**src/sv/rau_pkg.sv**
```systemverilog
// shared constants for the rational arithmetic unit
package rau_pkg;

    localparam int FUNC_W    = 4;
    localparam int RES_NUM_W = 34;
    localparam int RES_DEN_W = 33;

    // operation codes
    localparam logic [FUNC_W-1:0] FUNC_ADD = 4'd0;
    localparam logic [FUNC_W-1:0] FUNC_SUB = 4'd1;
    localparam logic [FUNC_W-1:0] FUNC_MUL = 4'd2;
    localparam logic [FUNC_W-1:0] FUNC_DIV = 4'd3;
    localparam logic [FUNC_W-1:0] FUNC_EQ  = 4'd4;
    localparam logic [FUNC_W-1:0] FUNC_LT  = 4'd5;
    localparam logic [FUNC_W-1:0] FUNC_LE  = 4'd6;
    localparam logic [FUNC_W-1:0] FUNC_GT  = 4'd7;
    localparam logic [FUNC_W-1:0] FUNC_GE  = 4'd8;

endpackage

```
**src/sv/rau_if.sv**
```systemverilog
// operand and result channel interfaces of the rational arithmetic unit

interface rau_in_if #(parameter int OPERAND_WIDTH = 16);
    logic                            valid;
    logic                            ready;
    logic        [3:0]               func;
    logic signed [OPERAND_WIDTH-1:0] a_num;
    logic signed [OPERAND_WIDTH-1:0] a_den;
    logic signed [OPERAND_WIDTH-1:0] b_num;
    logic signed [OPERAND_WIDTH-1:0] b_den;

    modport source (output valid, func, a_num, a_den, b_num, b_den, input ready);
    modport sink   (input valid, func, a_num, a_den, b_num, b_den, output ready);
endinterface

interface rau_out_if;
    logic               valid;
    logic               ready;
    logic signed [33:0] res_num;
    logic        [32:0] res_den;
    logic               compare_true;
    logic               den_zero;

    modport source (output valid, res_num, res_den, compare_true, den_zero, input ready);
    modport sink   (input valid, res_num, res_den, compare_true, den_zero, output ready);
endinterface

```
**src/sv/rau_reduce.sv**
```systemverilog
// gcd reduction: binary gcd followed by two restoring divisions by the gcd
module rau_reduce #(
    parameter int IW = 33
) (
    input  logic          clk,
    input  logic          rst_n,
    input  logic          start,
    input  logic [IW-1:0] nm,
    input  logic [IW-1:0] dm,
    output logic          done,
    output logic [IW-1:0] nq,
    output logic [IW-1:0] dq
);
    import rau_pkg::*;

    localparam int CW = $clog2(IW);
    localparam int KW = $clog2(IW + 1);
    localparam logic [CW-1:0] CNT_LAST = CW'(IW - 1);

    typedef enum logic [2:0] {
        R_IDLE,
        R_GCD,
        R_SHIFT,
        R_DIVN,
        R_DIVD
    } rstate_t;

    rstate_t       state_reg, state_next;
    logic          done_reg, done_next;
    logic [CW-1:0] cnt_reg, cnt_next;
    logic [KW-1:0] k_reg, k_next;
    logic [IW-1:0] u_reg, u_next;
    logic [IW-1:0] v_reg, v_next;
    logic [IW-1:0] g_reg, g_next;
    logic [IW-1:0] x_reg, x_next;
    logic [IW:0]   rem_reg, rem_next;
    logic [IW-1:0] ns_reg, ns_next;
    logic [IW-1:0] ds_reg, ds_next;
    logic [IW-1:0] nq_reg, nq_next;
    logic [IW-1:0] dq_reg, dq_next;

    // one restoring division step
    logic [IW:0]   rem_sh;
    logic [IW+1:0] diff;
    logic [IW:0]   rem_step;
    logic [IW-1:0] x_step;

    always_comb
    begin
        rem_sh = {rem_reg[IW-1:0], x_reg[IW-1]};
        diff   = {1'b0, rem_sh} - {2'b00, g_reg};
        if (!diff[IW+1])
        begin
            rem_step = diff[IW:0];
            x_step   = {x_reg[IW-2:0], 1'b1};
        end
        else
        begin
            rem_step = rem_sh;
            x_step   = {x_reg[IW-2:0], 1'b0};
        end
    end

    // sequencer
    always_comb
    begin
        state_next = state_reg;
        done_next  = 1'b0;
        cnt_next   = cnt_reg;
        k_next     = k_reg;
        u_next     = u_reg;
        v_next     = v_reg;
        g_next     = g_reg;
        x_next     = x_reg;
        rem_next   = rem_reg;
        ns_next    = ns_reg;
        ds_next    = ds_reg;
        nq_next    = nq_reg;
        dq_next    = dq_reg;
        case (state_reg)
            R_IDLE:
            begin
                if (start)
                begin
                    u_next     = nm;
                    v_next     = dm;
                    ns_next    = nm;
                    ds_next    = dm;
                    k_next     = '0;
                    state_next = R_GCD;
                end
            end
            R_GCD:
            begin
                if (u_reg == '0 || v_reg == '0)
                begin
                    state_next = R_SHIFT;
                end
                else if (!u_reg[0] && !v_reg[0])
                begin
                    u_next = u_reg >> 1;
                    v_next = v_reg >> 1;
                    k_next = k_reg + 1'b1;
                end
                else if (!u_reg[0])
                begin
                    u_next = u_reg >> 1;
                end
                else if (!v_reg[0])
                begin
                    v_next = v_reg >> 1;
                end
                else if (u_reg >= v_reg)
                begin
                    u_next = (u_reg - v_reg) >> 1;
                end
                else
                begin
                    v_next = (v_reg - u_reg) >> 1;
                end
            end
            R_SHIFT:
            begin
                g_next     = (u_reg | v_reg) << k_reg;
                x_next     = ns_reg;
                rem_next   = '0;
                cnt_next   = '0;
                state_next = R_DIVN;
            end
            R_DIVN:
            begin
                if (cnt_reg == CNT_LAST)
                begin
                    nq_next    = x_step;
                    x_next     = ds_reg;
                    rem_next   = '0;
                    cnt_next   = '0;
                    state_next = R_DIVD;
                end
                else
                begin
                    x_next   = x_step;
                    rem_next = rem_step;
                    cnt_next = cnt_reg + 1'b1;
                end
            end
            R_DIVD:
            begin
                if (cnt_reg == CNT_LAST)
                begin
                    dq_next    = x_step;
                    done_next  = 1'b1;
                    state_next = R_IDLE;
                end
                else
                begin
                    x_next   = x_step;
                    rem_next = rem_step;
                    cnt_next = cnt_reg + 1'b1;
                end
            end
            default:
            begin
                state_next = R_IDLE;
            end
        endcase
    end

    // control state
    always_ff @(posedge clk or negedge rst_n)
    begin
        if (!rst_n)
        begin
            state_reg <= R_IDLE;
            done_reg  <= 1'b0;
            cnt_reg   <= '0;
            k_reg     <= '0;
        end
        else
        begin
            state_reg <= state_next;
            done_reg  <= done_next;
            cnt_reg   <= cnt_next;
            k_reg     <= k_next;
        end
    end

    // datapath
    always_ff @(posedge clk)
    begin
        u_reg   <= u_next;
        v_reg   <= v_next;
        g_reg   <= g_next;
        x_reg   <= x_next;
        rem_reg <= rem_next;
        ns_reg  <= ns_next;
        ds_reg  <= ds_next;
        nq_reg  <= nq_next;
        dq_reg  <= dq_next;
    end

    assign done = done_reg;
    assign nq   = nq_reg;
    assign dq   = dq_reg;

endmodule

```
**src/sv/rational_arithmetic_unit.sv**
```systemverilog
// top level of the rational arithmetic unit
//
// usage: one operand transaction (func, a_num/a_den, b_num/b_den) goes in on
// the operands channel, one result transaction comes out on the result
// channel. ready/valid on both sides; a transaction moves when both are high.
// operands.ready is high only while the sequencer is idle; one item is
// worked on at a time through a single shared multiplier; the gcd and
// the divisions by the gcd run in the separate rau_reduce unit.
// IW = 2*OPERAND_WIDTH+1 capped at 64 (33 at default width).
// unused codes go straight to the output step; compares use the shared
// multiplier, then compare in the form step; a zero result denominator
// skips the reduction and raises den_zero; add/sub/mul/div run multiply
// steps, a binary gcd loop, then two restoring divisions by the gcd.
// a finished result sits in the output register until taken; the sequencer
// waits in its last step while the previous result is still stalled.
// reset (rst_n, asynchronous, active low) empties the output register and
// returns the sequencer to idle; no clearing pass is needed.
module rational_arithmetic_unit #(
    parameter int OPERAND_WIDTH = 16
) (
    input  logic      clk,
    input  logic      rst_n,
    rau_in_if.sink    operands,
    rau_out_if.source result
);
    import rau_pkg::*;

    localparam int W  = OPERAND_WIDTH;
    localparam int IW = (2 * W + 1 > 64) ? 64 : 2 * W + 1;

    typedef enum logic [3:0] {
        S_IDLE,
        S_MUL1,
        S_MUL2,
        S_MUL3,
        S_FORM,
        S_MAG,
        S_RED,
        S_SIGN,
        S_OUT
    } state_t;

    state_t state_reg, state_next;
    logic   out_valid_reg, out_valid_next;
    logic   red_start;

    logic        [FUNC_W-1:0]    func_reg, func_next;
    logic signed [W:0]           a_reg, a_next, b_reg, b_next;
    logic signed [W:0]           c_reg, c_next, d_reg, d_next;
    logic signed [IW-1:0]        p_reg, p_next, q_reg, q_next, r_reg, r_next;
    logic signed [IW-1:0]        n_reg, n_next, dn_reg, dn_next;
    logic        [IW-1:0]        nm_mag, dm_mag;
    logic                        neg_reg, neg_next;
    logic signed [RES_NUM_W-1:0] rnum_reg, rnum_next;
    logic        [RES_DEN_W-1:0] rden_reg, rden_next;
    logic                        cmp_reg, cmp_next, dz_reg, dz_next;
    logic signed [RES_NUM_W-1:0] onum_reg, onum_next;
    logic        [RES_DEN_W-1:0] oden_reg, oden_next;
    logic                        ocmp_reg, ocmp_next, odz_reg, odz_next;

    logic signed [W:0]     mul_x, mul_y;
    logic signed [2*W+1:0] mul_p;
    logic signed [IW-1:0]  prod;
    logic signed [W:0]     an_ext, ad_ext, bn_ext, bd_ext;
    logic                  red_done;
    logic        [IW-1:0]  nq, dq;
    logic signed [IW:0]    nq_s;
    logic                  out_free;

    // sign extension of the incoming operands
    always_comb
    begin
        an_ext = (W + 1)'(operands.a_num);
        ad_ext = (W + 1)'(operands.a_den);
        bn_ext = (W + 1)'(operands.b_num);
        bd_ext = (W + 1)'(operands.b_den);
    end

    // shared multiplier operand selection
    always_comb
    begin
        case (state_reg)
            S_MUL1:
            begin
                mul_x = a_reg;
                mul_y = (func_reg == FUNC_MUL) ? c_reg : d_reg;
            end
            S_MUL2:
            begin
                mul_x = b_reg;
                mul_y = (func_reg == FUNC_MUL) ? d_reg : c_reg;
            end
            default:
            begin
                mul_x = b_reg;
                mul_y = d_reg;
            end
        endcase
    end

    assign mul_p    = mul_x * mul_y;
    assign prod     = IW'(mul_p);
    assign nq_s     = $signed({1'b0, nq});
    assign out_free = !out_valid_reg || result.ready;

    // magnitudes handed to the reduction unit at start
    assign nm_mag = n_reg[IW-1] ? IW'(-n_reg) : IW'(n_reg);
    assign dm_mag = dn_reg[IW-1] ? IW'(-dn_reg) : IW'(dn_reg);

    rau_reduce #(
        .IW (IW)
    ) u_reduce (
        .clk   (clk),
        .rst_n (rst_n),
        .start (red_start),
        .nm    (nm_mag),
        .dm    (dm_mag),
        .done  (red_done),
        .nq    (nq),
        .dq    (dq)
    );

    // sequencer
    always_comb
    begin
        state_next     = state_reg;
        out_valid_next = out_valid_reg && !result.ready;
        red_start      = 1'b0;
        func_next      = func_reg;
        a_next         = a_reg;
        b_next         = b_reg;
        c_next         = c_reg;
        d_next         = d_reg;
        p_next         = p_reg;
        q_next         = q_reg;
        r_next         = r_reg;
        n_next         = n_reg;
        dn_next        = dn_reg;
        neg_next       = neg_reg;
        rnum_next      = rnum_reg;
        rden_next      = rden_reg;
        cmp_next       = cmp_reg;
        dz_next        = dz_reg;
        onum_next      = onum_reg;
        oden_next      = oden_reg;
        ocmp_next      = ocmp_reg;
        odz_next       = odz_reg;
        case (state_reg)
            S_IDLE:
            begin
                if (operands.valid)
                begin
                    func_next = operands.func;
                    a_next    = operands.a_den[W-1] ? -an_ext : an_ext;
                    b_next    = operands.a_den[W-1] ? -ad_ext : ad_ext;
                    c_next    = operands.b_den[W-1] ? -bn_ext : bn_ext;
                    d_next    = operands.b_den[W-1] ? -bd_ext : bd_ext;
                    rnum_next = '0;
                    rden_next = '0;
                    cmp_next  = 1'b0;
                    dz_next   = 1'b0;
                    if (operands.func > FUNC_GE)
                    begin
                        state_next = S_OUT;
                    end
                    else
                    begin
                        state_next = S_MUL1;
                    end
                end
            end
            S_MUL1:
            begin
                p_next     = prod;
                state_next = S_MUL2;
            end
            S_MUL2:
            begin
                q_next = prod;
                if (func_reg == FUNC_ADD || func_reg == FUNC_SUB)
                begin
                    state_next = S_MUL3;
                end
                else
                begin
                    state_next = S_FORM;
                end
            end
            S_MUL3:
            begin
                r_next     = prod;
                state_next = S_FORM;
            end
            S_FORM:
            begin
                state_next = S_MAG;
                case (func_reg)
                    FUNC_ADD:
                    begin
                        n_next  = p_reg + q_reg;
                        dn_next = r_reg;
                    end
                    FUNC_SUB:
                    begin
                        n_next  = p_reg - q_reg;
                        dn_next = r_reg;
                    end
                    FUNC_MUL, FUNC_DIV:
                    begin
                        n_next  = p_reg;
                        dn_next = q_reg;
                    end
                    FUNC_EQ:
                    begin
                        cmp_next   = (p_reg == q_reg);
                        state_next = S_OUT;
                    end
                    FUNC_LT:
                    begin
                        cmp_next   = (p_reg < q_reg);
                        state_next = S_OUT;
                    end
                    FUNC_LE:
                    begin
                        cmp_next   = (p_reg <= q_reg);
                        state_next = S_OUT;
                    end
                    FUNC_GT:
                    begin
                        cmp_next   = (p_reg > q_reg);
                        state_next = S_OUT;
                    end
                    default:
                    begin
                        cmp_next   = (p_reg >= q_reg);
                        state_next = S_OUT;
                    end
                endcase
            end
            S_MAG:
            begin
                if (dn_reg == '0)
                begin
                    // zero denominator: unreduced numerator, flag raised
                    rnum_next  = RES_NUM_W'(n_reg);
                    dz_next    = 1'b1;
                    state_next = S_OUT;
                end
                else
                begin
                    neg_next   = n_reg[IW-1] ^ dn_reg[IW-1];
                    state_next = S_RED;
                end
            end
            S_RED:
            begin
                if (red_start == 1'b0 && red_done)
                begin
                    state_next = S_SIGN;
                end
            end
            S_SIGN:
            begin
                if (neg_reg && nq != '0)
                begin
                    rnum_next = RES_NUM_W'(-nq_s);
                end
                else
                begin
                    rnum_next = RES_NUM_W'(nq_s);
                end
                rden_next  = RES_DEN_W'(dq);
                state_next = S_OUT;
            end
            S_OUT:
            begin
                if (out_free)
                begin
                    onum_next      = rnum_reg;
                    oden_next      = rden_reg;
                    ocmp_next      = cmp_reg;
                    odz_next       = dz_reg;
                    out_valid_next = 1'b1;
                    state_next     = S_IDLE;
                end
            end
            default:
            begin
                state_next = S_IDLE;
            end
        endcase
        // kick the reduction unit on entry to the reduce step
        if (state_reg == S_MAG && dn_reg != '0)
        begin
            red_start = 1'b1;
        end
    end

    // state and output valid
    always_ff @(posedge clk or negedge rst_n)
    begin
        if (!rst_n)
        begin
            state_reg     <= S_IDLE;
            out_valid_reg <= 1'b0;
        end
        else
        begin
            state_reg     <= state_next;
            out_valid_reg <= out_valid_next;
        end
    end

    // datapath registers
    always_ff @(posedge clk)
    begin
        func_reg <= func_next;
        a_reg    <= a_next;
        b_reg    <= b_next;
        c_reg    <= c_next;
        d_reg    <= d_next;
        p_reg    <= p_next;
        q_reg    <= q_next;
        r_reg    <= r_next;
        n_reg    <= n_next;
        dn_reg   <= dn_next;
        neg_reg  <= neg_next;
        rnum_reg <= rnum_next;
        rden_reg <= rden_next;
        cmp_reg  <= cmp_next;
        dz_reg   <= dz_next;
        onum_reg <= onum_next;
        oden_reg <= oden_next;
        ocmp_reg <= ocmp_next;
        odz_reg  <= odz_next;
    end

    assign operands.ready      = (state_reg == S_IDLE);
    assign result.valid        = out_valid_reg;
    assign result.res_num      = onum_reg;
    assign result.res_den      = oden_reg;
    assign result.compare_true = ocmp_reg;
    assign result.den_zero     = odz_reg;

endmodule
```
**src/flat_wrapper.sv**
```systemverilog
// flat-port wrapper written by rule: the top's interface ports become plain ports
module rational_arithmetic_unit_flat import rau_pkg::*;
#(
    parameter int OPERAND_WIDTH = 16
)
  (clk, rst_n, operands_valid, operands_func, operands_a_num, operands_a_den, operands_b_num, operands_b_den, operands_ready, result_valid, result_res_num, result_res_den, result_compare_true, result_den_zero, result_ready);
  rau_in_if #(.OPERAND_WIDTH(OPERAND_WIDTH)) operands_i ();
  rau_out_if result_i ();
  input  logic clk;
  input  logic rst_n;
  input wire logic [$bits(operands_i.valid)-1:0] operands_valid;
  input wire logic [$bits(operands_i.func)-1:0] operands_func;
  input wire logic [$bits(operands_i.a_num)-1:0] operands_a_num;
  input wire logic [$bits(operands_i.a_den)-1:0] operands_a_den;
  input wire logic [$bits(operands_i.b_num)-1:0] operands_b_num;
  input wire logic [$bits(operands_i.b_den)-1:0] operands_b_den;
  output wire logic [$bits(operands_i.ready)-1:0] operands_ready;
  output wire logic [$bits(result_i.valid)-1:0] result_valid;
  output wire logic [$bits(result_i.res_num)-1:0] result_res_num;
  output wire logic [$bits(result_i.res_den)-1:0] result_res_den;
  output wire logic [$bits(result_i.compare_true)-1:0] result_compare_true;
  output wire logic [$bits(result_i.den_zero)-1:0] result_den_zero;
  input wire logic [$bits(result_i.ready)-1:0] result_ready;
  assign operands_i.valid = operands_valid;
  assign operands_i.func = operands_func;
  assign operands_i.a_num = operands_a_num;
  assign operands_i.a_den = operands_a_den;
  assign operands_i.b_num = operands_b_num;
  assign operands_i.b_den = operands_b_den;
  assign operands_ready = operands_i.ready;
  assign result_valid = result_i.valid;
  assign result_res_num = result_i.res_num;
  assign result_res_den = result_i.res_den;
  assign result_compare_true = result_i.compare_true;
  assign result_den_zero = result_i.den_zero;
  assign result_i.ready = result_ready;
  rational_arithmetic_unit #(.OPERAND_WIDTH(OPERAND_WIDTH)) u_core (.clk(clk), .rst_n(rst_n), .operands(operands_i), .result(result_i));
endmodule
```
**config.mk**
```make
export PLATFORM = sky130hd
export DESIGN_NAME = rational_arithmetic_unit_flat
export DESIGN_NICKNAME = d
export VERILOG_FILES = /design/src/sv/rau_pkg.sv /design/src/sv/rau_if.sv /design/src/sv/rau_reduce.sv /design/src/sv/rational_arithmetic_unit.sv /design/src/flat_wrapper.sv
export SDC_FILE = /design/constraint.sdc
export NUM_CORES = 2
export LEC_CHECK = 0
export BUFFER_PORTS_ARGS = -buffer_cell sky130_fd_sc_hd__buf_2
export CORE_MARGIN = 3
export CORE_UTILIZATION = 50
export CTS_CLUSTER_DIAMETER = 60
export DETAILED_ROUTE_END_ITERATION = 10
export PLACE_DENSITY_LB_ADDON = 0.1
export RECOVER_POWER = 50
export SYNTH_ARGS = -nofsm -noshare
export SYNTH_HDL_FRONTEND = slang
export SYNTH_SLANG_ARGS = --single-unit
export TNS_END_PERCENT = 10
```
**constraint.sdc**
```tcl
create_clock -name clk -period 10.8 [get_ports clk]
set_input_delay 0 -clock clk [delete_from_list [all_inputs] [get_ports clk]]
set_output_delay 0 -clock clk [all_outputs]
set_load 0.05 [all_outputs]
```
==> results.json <==
{
  "outcome": "finished, violations left",
  "violations": "max-capacitance violations, max-slew violations",
  "crit_path_frequent_cell": "fa_1",
  "row_count": 115,
  "io_pins": 143,
  "critPathLaunchType": "flop",
  "core_um2": 98900,
  "path_clk_slew_ps": 60,
  "synth.distinct_cells": 93,
  "ys_seq_area_share_pct": 41.4,
  "setup_viol": 0,
  "worst_pin_slew_ps": 3610,
  "slew_headroom_pct": -141,
  "post-route-util_pct": 56.8,
  "synthFlopType": "edfxtp_1",
  "cts_tree": "built",
  "fin_skew_ps": 52.0,
  "netlist_area_um2": 50100,
  "io_buffers": 142,
  "die_area_um2": 104000,
  "rsz0062_at_grt": "false",
  "avgViaCountPerCell": 5.83,
  "cts_made_buffers": 86,
  "gp_congestion": 0.969,
  "route.detailed.drc": 0,
  "finalWirelength_mm": 144,
  "critPathMaxStageDelay_ps": 990,
  "hold_violations": 0,
  "die_x_um": 322,
  "area_growth_pct": 12.1,
  "timing.final.crit_share_pct": 86.4,
  "hp-class": "in2reg",
  "crit_arrival_ps": 9820,
  "grt_overflow_total": 0,
  "layout_common_cells": "673 x edfxtp_1, 569 x nor2_1, 519 x inv_1",
  "synth_edf_count": 673,
  "slew_viol_final": 584,
  "holdWs_ps": 84.9,
  "dieHeight_um": 322,
  "grt_usage_pct": 27.8,
  "initial_core_util_pct": 50.6,
  "drive_gt1_share_pct": 6.80,
  "cap_violations": 13,
  "final.min_clock_period_ps": 9330,
  "grt_pass1_wl_mm": 221,
  "wl_per_cell_um": 22.6,
  "cp_slowest_cell": "mux2i_1",
  "dp_hpwl_mm": 112,
  "final_antenna_net_count": 0,
  "antenna_found_initial": 2,
  "clock_latency_ps": 680,
  "async_reset_ff_share_pct": 3.03,
  "max_freq_mhz": 107,
  "first_pass_iters": 6,
  "via_count": 37235,
  "cp_max_fo": 50,
  "grt_max_degree": 73,
  "ys_seq_elements": 694,
  "end_kind": "flop",
  "r2r_slack_ps": 1470,
  "htree_levels": 3,
  "cts_buffer_depth": 3,
  "ctsRootBufferMaster": "clkbuf_16",
  "grt_pass1_vias": 36290,
  "yosysWarningCount": 0,
  "drtIter0Drc": 3603,
  "worstPathRequired_ps": 11280,
  "syn_avg_cell_area_um2": 10.4,
  "finalSetupTns_ps": 0,
  "crit_type": "reg2reg",
  "cts_sinks": 694,
  "final_nets": 5685,
  "cts_setup_buffers": 0,
  "netlist_instances": 4820,
  "final_common_cell": "edfxtp_1"
}
worst paths after layout:
check / start / endpoint / cells after the start
setup / recovery: u_core.state_reg[1]$_DFFE_PN0P_ / u_core.q_reg[32]$_DFFE_PP_ / 28
hold / removal: operands_func[0] / u_core.func_reg[0]$_DFFE_PP_ / 2
setup reg to reg: u_core.state_reg[1]$_DFFE_PN0P_ / u_core.q_reg[32]$_DFFE_PP_ / 28
hold reg to reg: u_core.rden_reg[11]$_SDFFCE_PN0P_ / u_core.result.res_den[11]$_DFFE_PP_ / 0
max in group asynchronous: rst_n / u_core.state_reg[1]$_DFFE_PN0P_ / 4
min in group asynchronous: rst_n / u_core.state_reg[1]$_DFFE_PN0P_ / 4
layer usage:
layer  GRT usage (%)  vias up  wire length, um
met5               0        -                0
met4            8.77        0             4910
met3            3.76      217             8950
met2            46.2     1300            68800
met1            38.0    18359            61800
li1                -    17359                -
worst max-delay path: cells and delay by family, from the launching register on:
family | cells | cell delay [ps]
adder cells (fa/ha/maj) | 7 | 3330
AO/OA/AOI/OAI | 10 | 2230
buffers and inverters | 6 | 1190
multiplexers | 1 | 990
AND/OR/NAND/NOR | 4 | 910
flip-flops | 1 | 390
cell usage after synthesis, types with 12 or more instances:
cell type / instances / share of area [%]
a21o_1: 41 / 0.61
o21ai_0: 206 / 2.1
a221oi_1: 54 / 0.94
nand2_1: 384 / 2.9
mux4_2: 25 / 1.1
o21bai_1: 42 / 0.63
or4_1: 17 / 0.25
a311oi_1: 16 / 0.28
o31ai_1: 40 / 0.60
ha_1: 291 / 7.3
buf_1: 17 / 0.13
o41ai_1: 21 / 0.37
nor2_1: 573 / 4.3
o211ai_1: 17 / 0.25
nor4_1: 45 / 0.56
nand3_1: 26 / 0.26
mux2i_1: 64 / 1.3
edfxtp_1: 673 / 40
o21a_1: 20 / 0.30
o221ai_1: 16 / 0.28
or2_2: 18 / 0.22
mux2_2: 32 / 0.72
nor3_1: 69 / 0.69
or3_1: 36 / 0.45
xnor2_1: 233 / 4.1
a22oi_1: 43 / 0.64
fa_1: 295 / 12
and3_1: 15 / 0.19
dfrtp_1: 21 / 1.0
nand4_1: 20 / 0.25
inv_1: 520 / 3.9
xor2_1: 52 / 0.91
a221o_1: 14 / 0.28
clkbuf_1: 181 / 1.4
o22ai_1: 12 / 0.15
nand2b_1: 44 / 0.55
nor2b_1: 41 / 0.51
a211oi_1: 56 / 0.84
a31oi_1: 28 / 0.35
a22o_1: 18 / 0.31
a21oi_1: 303 / 3.0
and2_1: 48 / 0.60
per-stage QoR:
stage	setup WS (ps)	std cells	instance area (um^2)
3_3_place_gp	1760	6104	52200
6_report	1470	6389	56100
3_5_place_dp	1650	6104	52200
2_1_floorplan	726	4821	50100
4_1_cts	1610	6387	56300
5_1_grt	807	6387	56100
kinds of logic after synthesis:
group / synth area share, %
AOI/OAI and AO/OA: 13.4
xor gates and xnor gates: 4.99
adders and majority gates: 19.1
buffers and inverters: 5.45
DFF: 41.4
muxes: 3.33
other: 0.00749
and+or+nand+nor: 12.4
what timing repair did:
item                       in CTS  in global routing
hold endpoints to repair       96                  0
resized for setup               0                  0
setup endpoints to repair       0                  0
hold buffers                  122                  0
cell type report:
type                            instances  area, um^2
Timing Repair Buffer                  320        2190
Clock inverter                         59         718
Inverter                              524        1970
Sequential cell                       694       20700
Antenna cell                            2        5.00
Fill cell                            8543       42700
Clock buffer                          102        2220
Multi-Input combinational cell       3401       26700
Tap cell                             1287        1610
Power is left out: the tool's default activity adds up to more than one toggle a clock period on the data nets, which glitch-free logic cannot reach.
